File: config.mk
export PLATFORM = sky130hd
export DESIGN_NAME = button_debounce_multi_press_core
export DESIGN_NICKNAME = d
export VERILOG_FILES = /design/src/design/bdmp_pkg.sv /design/src/design/bdmp_regs.sv /design/src/design/bdmp_step.sv /design/src/design/button_debounce_multi_press_core.sv
export SDC_FILE = /design/constraint.sdc
export NUM_CORES = 1
export LEC_CHECK = 0
export BUFFER_PORTS_ARGS = -buffer_cell sky130_fd_sc_hd__buf_2
export CORE_MARGIN = 3
export CORE_UTILIZATION = 55
export DETAILED_ROUTE_END_ITERATION = 10
export PLACE_DENSITY = 0.76
export REMOVE_ABC_BUFFERS = 1
export SLEW_MARGIN = 10
export SYNTH_ARGS = -nofsm -noshare
export SYNTH_HDL_FRONTEND = slang
export SYNTH_SLANG_ARGS = --single-unit
File: constraint.sdc
create_clock -name clk -period 10.6 [get_ports clk]
set_input_delay 1.59 -clock clk [delete_from_list [all_inputs] [get_ports clk]]
set_output_delay 1.59 -clock clk [all_outputs]
set_load 0.05 [all_outputs]
File: src/design/bdmp_pkg.sv
// Shared types and constants for the button debounce and multi-press detector
package bdmp_pkg;

  // Item kind
  localparam logic ACT_EDGE = 1'b0;
  localparam logic ACT_TICK = 1'b1;

  // Register index, taken from paddr[3:2]
  localparam logic [1:0] REG_DEBOUNCE = 2'd0;
  localparam logic [1:0] REG_WINDOW   = 2'd1;
  localparam logic [1:0] REG_TRIGGER  = 2'd2;

  // Register reset values
  localparam logic [15:0] DEBOUNCE_RST = 16'd50;
  localparam logic [15:0] WINDOW_RST   = 16'd2000;
  localparam logic [7:0]  TRIGGER_RST  = 8'd5;

  localparam logic [7:0] COUNT_MAX = 8'hFF;

  typedef struct packed {
    logic [15:0] debounce_time;
    logic [15:0] press_window;
    logic [7:0]  trigger_press_count;
  } cfg_t;

  typedef struct packed {
    logic        action;
    logic [31:0] time_ms;
    logic        pin_level;
  } item_t;

  typedef struct packed {
    logic [31:0] last_edge_time;
    logic        previous_level_high;
    logic [7:0]  window_count;
    logic [31:0] window_start_time;
    logic [31:0] press_time;
  } state_t;

  typedef struct packed {
    logic        press_event;
    logic        trigger_event;
    logic [7:0]  press_total;
    logic [31:0] last_press_time;
  } result_t;

endpackage

File: src/design/bdmp_regs.sv
// APB-style configuration registers
module bdmp_regs (
  input  logic                 clk,
  input  logic                 rst_n,
  input  logic                 psel,
  input  logic                 penable,
  input  logic                 pwrite,
  input  logic [3:0]           paddr,
  input  logic [31:0]          pwdata,
  output logic [31:0]          prdata,
  output logic                 pready,
  output bdmp_pkg::cfg_t       cfg
);

  bdmp_pkg::cfg_t cfg_r;
  logic           wr_en;
  logic [1:0]     reg_idx;

  assign pready  = 1'b1;
  assign reg_idx = paddr[3:2];
  assign wr_en   = psel && penable && pwrite;
  assign cfg     = cfg_r;

  // Register write on the access phase
  always_ff @(posedge clk) begin
    if (!rst_n) begin
      cfg_r.debounce_time       <= bdmp_pkg::DEBOUNCE_RST;
      cfg_r.press_window        <= bdmp_pkg::WINDOW_RST;
      cfg_r.trigger_press_count <= bdmp_pkg::TRIGGER_RST;
    end else if (wr_en) begin
      case (reg_idx)
        bdmp_pkg::REG_DEBOUNCE: cfg_r.debounce_time       <= pwdata[15:0];
        bdmp_pkg::REG_WINDOW:   cfg_r.press_window        <= pwdata[15:0];
        bdmp_pkg::REG_TRIGGER:  cfg_r.trigger_press_count <= pwdata[7:0];
        default: ;
      endcase
    end
  end

  // Read-back
  always_comb begin
    case (reg_idx)
      bdmp_pkg::REG_DEBOUNCE: prdata = {16'd0, cfg_r.debounce_time};
      bdmp_pkg::REG_WINDOW:   prdata = {16'd0, cfg_r.press_window};
      bdmp_pkg::REG_TRIGGER:  prdata = {24'd0, cfg_r.trigger_press_count};
      default:                prdata = 32'd0;
    endcase
  end

endmodule

File: src/design/bdmp_step.sv
// Per-item debounce, press window and trigger logic (combinational)
module bdmp_step (
  input  bdmp_pkg::cfg_t    cfg,
  input  bdmp_pkg::item_t   item,
  input  bdmp_pkg::state_t  st,
  output bdmp_pkg::state_t  st_nxt,
  output bdmp_pkg::result_t res
);

  logic [31:0] edge_gap;
  logic [31:0] win_gap;
  logic        win_expired;
  logic        debounced_ok;
  logic        press;
  logic        trig;

  // Wrapping time differences
  assign edge_gap     = item.time_ms - st.last_edge_time;
  assign win_gap      = item.time_ms - st.window_start_time;
  assign win_expired  = win_gap > {16'd0, cfg.press_window};
  assign debounced_ok = edge_gap >= {16'd0, cfg.debounce_time};

  // State update
  always_comb begin
    st_nxt = st;
    press  = 1'b0;
    trig   = 1'b0;
    if (item.action == bdmp_pkg::ACT_EDGE) begin
      if (debounced_ok) begin
        st_nxt.last_edge_time = item.time_ms;
        // high-to-low transition is a press
        if (!item.pin_level && st.previous_level_high) begin
          press             = 1'b1;
          st_nxt.press_time = item.time_ms;
          if (st.window_count == 8'd0 || win_expired) begin
            st_nxt.window_start_time = item.time_ms;
            st_nxt.window_count      = 8'd1;
          end else if (st.window_count != bdmp_pkg::COUNT_MAX) begin
            st_nxt.window_count = st.window_count + 8'd1;
          end
          trig = st_nxt.window_count >= cfg.trigger_press_count;
        end
        st_nxt.previous_level_high = item.pin_level;
      end
    end else begin
      // tick: drop an incomplete sequence once its window has run out
      if (st.window_count != 8'd0 && win_expired &&
          st.window_count < cfg.trigger_press_count) begin
        st_nxt.window_count = 8'd0;
      end
    end
  end

  // Result
  always_comb begin
    res.press_event     = press;
    res.trigger_event   = trig;
    res.press_total     = st_nxt.window_count;
    res.last_press_time = st_nxt.press_time;
  end

endmodule

File: src/design/button_debounce_multi_press_core.sv
// Button debounce and multi-press detector, top level
// An item passes the input register, then the result register, before its result appears.
// One item per cycle while the result channel is not stalled; the state update for an item
// is evaluated combinationally between the input register and the result register.
// Reset (synchronous, rst_n low): pipeline empties, detector state and configuration
// registers return to their defaults (debounce 50, window 2000, threshold 5).
module button_debounce_multi_press_core (
  input  logic        clk,
  input  logic        rst_n,
  // configuration
  input  logic        psel,
  input  logic        penable,
  input  logic        pwrite,
  input  logic [3:0]  paddr,
  input  logic [31:0] pwdata,
  output logic [31:0] prdata,
  output logic        pready,
  // input channel
  input  logic        in_valid,
  output logic        in_stall,
  input  logic        in_action,
  input  logic [31:0] in_time_ms,
  input  logic        in_pin_level,
  // result channel
  output logic        out_valid,
  input  logic        out_stall,
  output logic        out_press_event,
  output logic        out_trigger_event,
  output logic [7:0]  out_press_total,
  output logic [31:0] out_last_press_time
);

  bdmp_pkg::cfg_t    cfg;
  bdmp_pkg::item_t   s1_item_r;
  logic              s1_valid_r;
  bdmp_pkg::state_t  st_r;
  bdmp_pkg::state_t  st_nxt;
  bdmp_pkg::result_t res_nxt;
  bdmp_pkg::result_t out_res_r;
  logic              out_valid_r;
  logic              s1_adv;
  logic              in_xfer;

  bdmp_regs u_regs (
    .clk     (clk),
    .rst_n   (rst_n),
    .psel    (psel),
    .penable (penable),
    .pwrite  (pwrite),
    .paddr   (paddr),
    .pwdata  (pwdata),
    .prdata  (prdata),
    .pready  (pready),
    .cfg     (cfg)
  );

  bdmp_step u_step (
    .cfg    (cfg),
    .item   (s1_item_r),
    .st     (st_r),
    .st_nxt (st_nxt),
    .res    (res_nxt)
  );

  // Handshake: input stage moves on when the result register is free or being drained
  assign s1_adv   = s1_valid_r && (!out_valid_r || !out_stall);
  assign in_stall = s1_valid_r && !s1_adv;
  assign in_xfer  = in_valid && !in_stall;

  // Input register
  always_ff @(posedge clk) begin
    if (!rst_n) begin
      s1_valid_r <= 1'b0;
    end else if (in_xfer) begin
      s1_valid_r <= 1'b1;
    end else if (s1_adv) begin
      s1_valid_r <= 1'b0;
    end
  end

  always_ff @(posedge clk) begin
    if (in_xfer) begin
      s1_item_r.action    <= in_action;
      s1_item_r.time_ms   <= in_time_ms;
      s1_item_r.pin_level <= in_pin_level;
    end
  end

  // Detector state, updated as each item is evaluated
  always_ff @(posedge clk) begin
    if (!rst_n) begin
      st_r.last_edge_time      <= 32'd0;
      st_r.previous_level_high <= 1'b1;
      st_r.window_count        <= 8'd0;
      st_r.window_start_time   <= 32'd0;
      st_r.press_time          <= 32'd0;
    end else if (s1_adv) begin
      st_r <= st_nxt;
    end
  end

  // Result register
  always_ff @(posedge clk) begin
    if (!rst_n) begin
      out_valid_r <= 1'b0;
    end else if (s1_adv) begin
      out_valid_r <= 1'b1;
    end else if (!out_stall) begin
      out_valid_r <= 1'b0;
    end
  end

  always_ff @(posedge clk) begin
    if (s1_adv) begin
      out_res_r <= res_nxt;
    end
  end

  assign out_valid           = out_valid_r;
  assign out_press_event     = out_res_r.press_event;
  assign out_trigger_event   = out_res_r.trigger_event;
  assign out_press_total     = out_res_r.press_total;
  assign out_last_press_time = out_res_r.last_press_time;

endmodule

Yosys cells after proc, flatten, opt, wreduce, memory -nomap -nowiden
Cells that the tools add are included.
- flip-flop bits (word level): 223
- latch bits: 0
- RAM bits: 0
- ROM bits: 0
- input bits: 77
- output and inout bits: 77
- word-level logic and storage cells: 74
- memories kept: 0
- add/sub/neg operators: 3
- $mul: 0
- div/mod/pow operators: 0
- order comparisons: 4
- equality and inequality tests: 4
- shift operators: 0
- mux-type cells: 17
- bitwise gates (word level): 3
- reductions and logical operators: 26
- operators by type and width (cell ; number):
    $mux 72 ; 2
    $mux 32 ; 2
    $sub 32x32->32 ; 2
    $mux 8 ; 7
    $pmux 16 s3 ; 1
    $ge 32x16->1 ; 1
    $gt 32x16->1 ; 1
    $add 8x1->8 const B ; 1
    $ge 8x8->1 ; 1
    $logic_and 1x1->1 ; 8
    $logic_not 8->1 ; 1
    $lt 8x8->1 ; 1
    $ne 8x8->1 const B ; 1
    $reduce_bool 8->1 ; 1
    $reduce_and 2->1 ; 3
    $logic_not 1->1 ; 5
    $mux 1 ; 5
    $reduce_and 5->1 ; 1
    $not 1->1 ; 3
    $reduce_and 3->1 ; 1
    $reduce_or 3->1 ; 1
    $eq 2x1->1 const B ; 1
    $eq 2x2->1 const B ; 1
    $logic_not 2->1 ; 1
    4 further kinds ; 5

Depth between registers and ports, before layout
Gate-level depths: netlist (run 1).
- depth after elaboration: 10
- depth in mapped cells: 34
- mapped depth without buffers: 33

Cells and area by module
Synthesis (run 1) repeated with hierarchy kept, for this count alone.
- cell total of the unflattened synthesis: 1729
- area total of the unflattened synthesis: 15482.3 µm²
- modules (own cells, without submodules) (module ; times used ; cells an instance ; area an instance (µm²) ; sequential area each (µm²)):
    bdmp_step ; 1 ; 962 ; 6886.6 ; 0.0
    button_debounce_multi_press_core ; 1 ; 540 ; 6558.8 ; 4424.2
    bdmp_regs ; 1 ; 227 ; 2037.0 ; 800.8

Least setup slack after synthesis (run 1)
Ideal clock, no wire load.
- kind: input to register
- start point: input port out_stall
- end point: register st_r[72] (netlist bit)
- library setup time: 0.130 ns
- arrival: 5.951 ns
- data required time: 10.470 ns
- path slack: 4.520 ns
- cell stages on the path: 6
- buffers on the path: 2
- cells stage by stage: a21boi_0 and3_1 buf_2 buf_2 mux2i_1 nand2_1
- word-level cells in the longest chain between the ends: 4
- ends and longest elaborated chain (what ; line ; RTL):
    from (decl) ; button_debounce_multi_press_core.sv:26 ; input logic out_stall,
    $logic_not 1->1 ; -- ;
    $logic_or 1x1->1 ; button_debounce_multi_press_core.sv:66 ; assign s1_adv = s1_valid_r && (!out_valid_r || !out_stall);
    $logic_and 1x1->1 ; button_debounce_multi_press_core.sv:66 ;
    $reduce_and 3->1 (no source line) ; -- ;
    to (signal assigned) ; button_debounce_multi_press_core.sv:98 ; st_r <= st_nxt;
    to (decl) ; button_debounce_multi_press_core.sv:36 ; bdmp_pkg::state_t st_r;
Every way passes these cells.
A chain may end at the register's enable or synchronous reset.

Worst setup path in the final report (run 1)
- start point: register s1_item_r[1] (netlist bit)
- end point: register out_res_r (netlist bit out_trigger_event) (data pin)
- word-level cells in the longest chain between the ends: 8
- elaborated cells on any way between the ends: 12
- those cells by class: add/sub: 2; order compare: 3; mux: 4; bitwise: 1; reduce/logical: 2
- ends and longest elaborated chain (what ; line ; RTL):
    from (decl) ; button_debounce_multi_press_core.sv:34 ; bdmp_pkg::item_t s1_item_r;
    $sub 32x32->32 ; bdmp_step.sv:19 ; assign win_gap = item.time_ms - st.window_start_time;
    $gt 32x16->1 ; bdmp_step.sv:20 ; assign win_expired = win_gap > {16'd0, cfg.press_window};
    $logic_or 1x1->1 ; bdmp_step.sv:35 ; if (st.window_count == 8'd0 || win_expired) begin
    $mux 8 ; bdmp_step.sv:35 ;
    $mux 8 ; bdmp_step.sv:32 ; if (!item.pin_level && st.previous_level_high) begin
    $mux 8 ; bdmp_step.sv:29 ; if (debounced_ok) begin
    $mux 8 ; bdmp_step.sv:28 ; if (item.action == bdmp_pkg::ACT_EDGE) begin
    $ge 8x8->1 ; bdmp_step.sv:41 ; trig = st_nxt.window_count >= cfg.trigger_press_count;
    to (signal assigned) ; button_debounce_multi_press_core.sv:115 ; out_res_r <= res_nxt;
    to (decl) ; button_debounce_multi_press_core.sv:39 ; bdmp_pkg::result_t out_res_r;
Parallel ways exist; a longest one is shown, timed or not. The select of a mux whose other input is x is not followed.

==> impl_metrics.json, run 1 <==
{
  "status": "complete, no violations",
  "nets": 1819,
  "stdcell_area_um2": 15300,
  "start_kind": "register",
  "fin_worst_skew_ns": 0.0206,
  "hpwlAfterDp_um": 25200,
  "synth_area_um2": 13800,
  "pwr_density_cell_nw_per_um2": 144,
  "cts_resized": 0,
  "slowest_delay_ns": 0.42,
  "crit_family": "simple AND/OR/NAND/NOR gates",
  "relSlewSlack_pct": 36.2,
  "firstDrtPassIters": 5,
  "finalCritPeriodShare_pct": 62.2,
  "layout_setup_ws_ns": 4.01,
  "synth-seq-area-share_pct": 37.8,
  "die_x_um": 165,
  "synth_flop_cell": "dfxtp_1",
  "grt_usage_pct": 25.4,
  "critPathRequiredTime_ns": 10.86,
  "place_ws_ns": 4.00,
  "wl_per_cell_um": 17.6,
  "hold_viol_final": 0,
  "cap_violations": 0,
  "worst_pin_slew_ns": 0.957,
  "worst_path_most_repeated_cell": "a21oi_1",
  "ys_ff_latch": 223,
  "diodes": 0,
  "cts_tree": "done",
  "portBuffers": 118,
  "cts_setup_buffers": 0,
  "die_h_um": 165,
  "hold_class": "reg -> reg",
  "postRouteWirelength_um": 34700,
  "utilization_pct": 62.6,
  "final_antenna_net_count": 0,
  "holdWs_ns": 0.455,
  "power_frac_clock_pct": 39.1,
  "dp.cells": 1925,
  "yosysUniqueCellTypes": 78,
  "syn_area_per_cell_um2": 8.94,
  "switching_share_pct": 28.8,
  "timing.critical_path.to_type": "register",
  "io_pins": 154,
  "switchingPower_uw": 636,
  "finalSetupTns_ns": 0,
  "instances_no_fill": 1971,
  "clkLatencyLatePin_ns": 0.53,
  "slew_violations": 0,
  "async_flop_share_pct": 0,
  "placed_area_um2": 14500,
  "syn_to_final_growth_pct": 11.1,
  "antenna_found_initial": 0,
  "critical_path.slowest_cell": "fa_1",
  "clk_pin_slew_worst_paths_ns": 0.06,
  "htreeDepth": 1,
  "setup_viol": 0,
  "vias": 11300,
  "grt-ovfl-total": 0,
  "netlist_instances": 1545,
  "core_area_um2": 24500,
  "pwr-share-seq_pct": 42.5,
  "grt_pass1_vias": 10800,
  "p_comb_share_pct": 18.3,
  "drtIter0Drc": 979,
  "cts_buffer_depth": 3,
  "grt_pass1_wl_um": 55500,
  "ctsHoldBuffers": 0,
  "cp_max_fo": 11,
  "clock_sinks": 223,
  "path_buf_inv": 1,
  "layout-drive-gt1-share_pct": 13.4,
  "finalPower_mw": 2.21,
  "grt_max_degree": 86,
  "cts_buffers": 25,
  "dieArea_um2": 27100,
  "period_minus_slack_ns": 6.59,
  "worst-setup-path-type": "reg -> reg",
  "ys_warn_count": 0,
  "gp_routability_congestion": 0.907,
  "synth_edf_count": 76,
  "arrival_ns": 6.86,
  "p_int_mw": 1.57,
  "initial_core_util_pct": 56.3,
  "row_count": 57,
  "grt_setup_unrepaired": "false",
  "ir_drop_uv": 105,
  "drcViolationCount": 0,
  "root_buffer": "clkbuf_16",
  "max_freq_ghz": 0.152,
  "power_leakage_nw": 6.33,
  "via_per_inst": 5.74
}
==> layout by cell type, fill, tap and decap left out, drive strengths merged, types with 6 or more instances in the layout <==
cell type    n
nand2      217
dfxtp      147
nor2       130
buf        128
mux2i      125
inv        125
ha         111
a21oi      108
edfxtp      76
o21ai       57
mux2        32
a21o        29
clkbuf      29
xnor2       24
nand4       22
xor2        19
o211ai      18
nor3        18
conb        17
nand3       15
nor2b       14
o21a        13
clkinv      11
nand2b      10
and3        10
or3          9
a211oi       8
o22ai        8
a2111oi      8
or2          8
o31ai        7
a21boi       7
o221ai       6
and4         6
==> cell families after synthesis <==
family	share of synthesized area (%)
AND/OR/NAND/NOR	15.7
AO/OA/AOI/OAI	15.0
flip-flops	37.8
buffers and inverters	6.68
multiplexers	11.7
adder cells (fa/ha/maj)	10.3
XOR/XNOR	2.73
other	0.0543
==> Yosys cell counts (all sizes together), types with 8 or more instances <==
master	count	area share (%)
a21oi	108	3.9
inv	123	3.3
o211ai	18	0.98
and3	10	0.45
or3	9	0.41
nor3	18	0.65
or2	8	0.36
o21a	13	0.71
xor2	19	1.2
a211oi	8	0.43
nand2b	10	0.45
ha	111	10
nand3	15	0.54
a21o	29	1.6
nand4	22	1.0
nand2	217	5.9
nor2b	14	0.63
buf	39	2.1
edfxtp	76	17
nor2	130	3.5
mux2i	125	9.1
dfxtp	147	21
clkbuf	47	1.3
mux2	32	2.6
xnor2	24	1.5
o21ai	57	2.1
o22ai	8	0.63
a2111oi	8	0.61
==> per-layer routing <==
layer	share of wire (%)	vias to the layer above	track usage [%]
met1	47	5390	35.1
met4	2.0	0	6.33
met2	46	280	42.4
met5	0	-	0
li1	-	5585	-
met3	5.2	55	3.39
==> worst min-delay path, cell delays in order (launching register included) <==
cell,delay (ns)
dfxtp_1,0.31
nand2_1,0.05
mux2i_1,0.05
==> power by group through the flow <==
stage | combinational [mW] | sequential, mW | clock [mW]
6_report | 0.404 | 0.940 | 0.864
5_1_grt | 0.448 | 0.943 | 0.920
4_1_cts | 0.402 | 0.940 | 0.881
3_5_place_dp | 0.400 | 0.957 | 0
3_3_place_gp | 0.393 | 0.956 | 0
2_1_floorplan | 0.268 | 0.979 | 0
==> final timing paths <==
check | start | endpoint | slack (ns) | cells past startpoint
max | s1_item_r[1]$_DFFE_PP_ | out_trigger_event$_SDFFCE_PP0P_ | 4.01 | 33
min | st_r[53]$_SDFFE_PN0P_ | st_r[53]$_SDFFE_PN0P_ | 0.45 | 2
max reg2reg | s1_item_r[1]$_DFFE_PP_ | out_trigger_event$_SDFFCE_PP0P_ | 4.01 | 33
min reg2reg | st_r[53]$_SDFFE_PN0P_ | st_r[53]$_SDFFE_PN0P_ | 0.45 | 2
==> registers in the layout (all words and copies together), names as in the netlist <==
register	flops
u_regs.cfg	40
out_last_press_time	32
out_press_event	1
st_r	105
out_valid	1
out_press_total	8
s1_item_r	34
out_trigger_event	1
s1_valid_r	1
==> cell type report <==
type | count | area (um^2)
fillers | 2165 | 9190
multi-input cells | 1128 | 7770
clock buffers | 29 | 651
inverters | 123 | 462
well taps | 324 | 405
flip-flops and latches | 223 | 5230
clock inverters | 16 | 159
repair buffers | 128 | 678
No activity file was read; power rests on OpenSTA's default activity.
==> run 2, diff against run 1 <==
Clock period 10.6 ns to 6.3 ns, I/O delays scaled along.
==> impl_metrics.json, run 2 (synthesis gave the netlist of run 1 again) <==
{
  "regArea_um2": 5230,
  "holdWs_ns": 0.458,
  "arrival_ns": 6.22,
  "portBuffers": 118,
  "slew_violations": 0,
  "worstSetupStartpoint": "s1_item_r[5]$_DFFE_PP_",
  "cts_buffers": 25,
  "power_leakage_nw": 6.43,
  "finalSetupTns_ns": 0,
  "layout_commonest_cell": "nand2_1",
  "worst-setup-path-type": "reg -> reg",
  "largest_reg_flops": 105,
  "row_count": 57,
  "gp_routability_congestion": 0.968,
  "clkLatencyLatePin_ns": 0.53,
  "core_area_um2": 24500,
  "htreeDepth": 1,
  "grt_usage_pct": 25.4,
  "root_buffer": "clkbuf_16",
  "hold_class": "reg -> reg",
  "slowest_delay_ns": 0.51,
  "relSlewSlack_pct": 26.9,
  "rr_startpoint": "s1_item_r[5]$_DFFE_PP_",
  "layout_common_cells": "217 x nand2_1, 147 x dfxtp_1, 129 x nor2_1",
  "critical_path.slowest_cell": "edfxtp_1",
  "worst_pin_slew_ns": 1.09,
  "drtIter0Drc": 840,
  "cts_tree": "done",
  "initial_core_util_pct": 56.3,
  "critPathRequiredTime_ns": 6.57,
  "die_h_um": 165,
  "layout-drive-gt1-share_pct": 15.0,
  "multiInputGateArea_um2": 7840,
  "final_antenna_net_count": 0,
  "diodes": 0,
  "min-delay-start": "st_r[37]$_SDFFE_PN0P_",
  "drcViolationCount": 0,
  "top_register": "st_r",
  "period_minus_slack_ns": 5.95,
  "ir_drop_uv": 187,
  "cp_max_fo": 10,
  "io_pins": 154,
  "grt_max_degree": 81,
  "setup_viol": 0,
  "via_per_inst": 5.71,
  "cap_violations": 0,
  "hold_viol_final": 0,
  "die_x_um": 165,
  "pwr_density_cell_nw_per_um2": 240,
  "vias": 11300,
  "wl_per_cell_um": 17.5,
  "grt-ovfl-total": 0,
  "timing.critical_path.to_type": "register",
  "fin_worst_skew_ns": 0.0307,
  "cts_buffer_depth": 3,
  "grt_pass1_wl_um": 55600,
  "postRouteWirelength_um": 34800,
  "start_kind": "register",
  "fillCellCount": 2133,
  "nets": 1833,
  "grt_pass1_vias": 10900,
  "clock_sinks": 223,
  "dieArea_um2": 27100,
  "max_freq_ghz": 0.168,
  "firstDrtPassIters": 5,
  "status": "complete, no violations",
  "syn_to_final_growth_pct": 12.7,
  "clk_pin_slew_worst_paths_ns": 0.06,
  "antenna_found_initial": 0,
  "worst_path_most_repeated_cell": "a21oi_1",
  "finalCritPeriodShare_pct": 94.4,
  "hpwlAfterDp_um": 25900
}
run 2: cell types whose count changed in the layout (fill, tap and decap cells not counted), moves of 2 or more:
cell      previous run  this run
buf_12               1         3
buf_4                9        20
clkbuf_1             3         7
clkbuf_8             1         3
clkinv_1             6         0
inv_6                2         0
run 2: worst paths after layout:
| kind | end | slack, ns | cells past startpoint |
|---|---|---|---|
| min reg2reg | st_r[37]$_SDFFE_PN0P_ | 0.46 | 2 |
| max | out_trigger_event$_SDFFCE_PP0P_ | 0.35 | 31 |
| min | st_r[37]$_SDFFE_PN0P_ | 0.46 | 2 |
| max reg2reg | out_trigger_event$_SDFFCE_PP0P_ | 0.35 | 31 |
run 2: through the flow:
step                      total power, mW  area (um^2)  util, %  std cells  worst slack (ns)
after floorplan                      2.10        13400        -       1474             -3.45
after global placement               2.28        14700     59.7       1938             0.111
after detailed placement             2.29        14700     59.7       1938           -0.0259
after CTS                            3.76        15500     63.1       1983            0.0288
after global routing                 3.90        15600     63.5       1985           -0.0234
final                                3.73        15600     63.5       1985             0.355
run 2: final cells by class:
cell class / count / share of cell area (%)
multi-input cells: 1128 / 50.4
flip-flops and latches: 223 / 33.6
repair buffers: 142 / 5.21
clock buffers: 35 / 4.45
inverters: 123 / 2.96
well taps: 324 / 2.60
clock inverters: 10 / 0.852
run 2: per-layer routing:
layer | track usage [%] | vias up | part of all wire, %
met5 | 0 | - | 0
met4 | 6.02 | 0 | 2.0
met3 | 3.44 | 48 | 5.1
met2 | 42.9 | 285 | 47
met1 | 34.9 | 5394 | 46
li1 | - | 5606 | -
run 2: worst max-delay path, delay by kind of cell (launching register included):
family	cells	cell delay, ns
buffers and inverters	1	0.18
adders and majority gates	3	0.90
AOI/OAI and AO/OA	11	1.79
xor gates and xnor gates	1	0.14
and+or+nand+nor	15	2.17
DFF	1	0.51
run 2: power by group:
| part | leakage (nW) | switching, mW | internal, mW | total, mW |
|---|---|---|---|---|
| Combinational | 4.10 | 0.445 | 0.253 | 0.698 |
| Sequential | 1.92 | 0.0392 | 1.54 | 1.58 |
| Clock | 0.408 | 0.568 | 0.889 | 1.46 |
| Total | 6.43 | 1.05 | 2.68 | 3.73 |
run 2: what timing repair did:
item / in CTS / in global routing
endpoints found under the hold margin: 0 / 0
endpoints found under the setup margin: 1 / 8
pin swaps: 0 / 2
hold buffers: 0 / 0
setup buffers: 0 / 2
resized for setup: 1 / 16
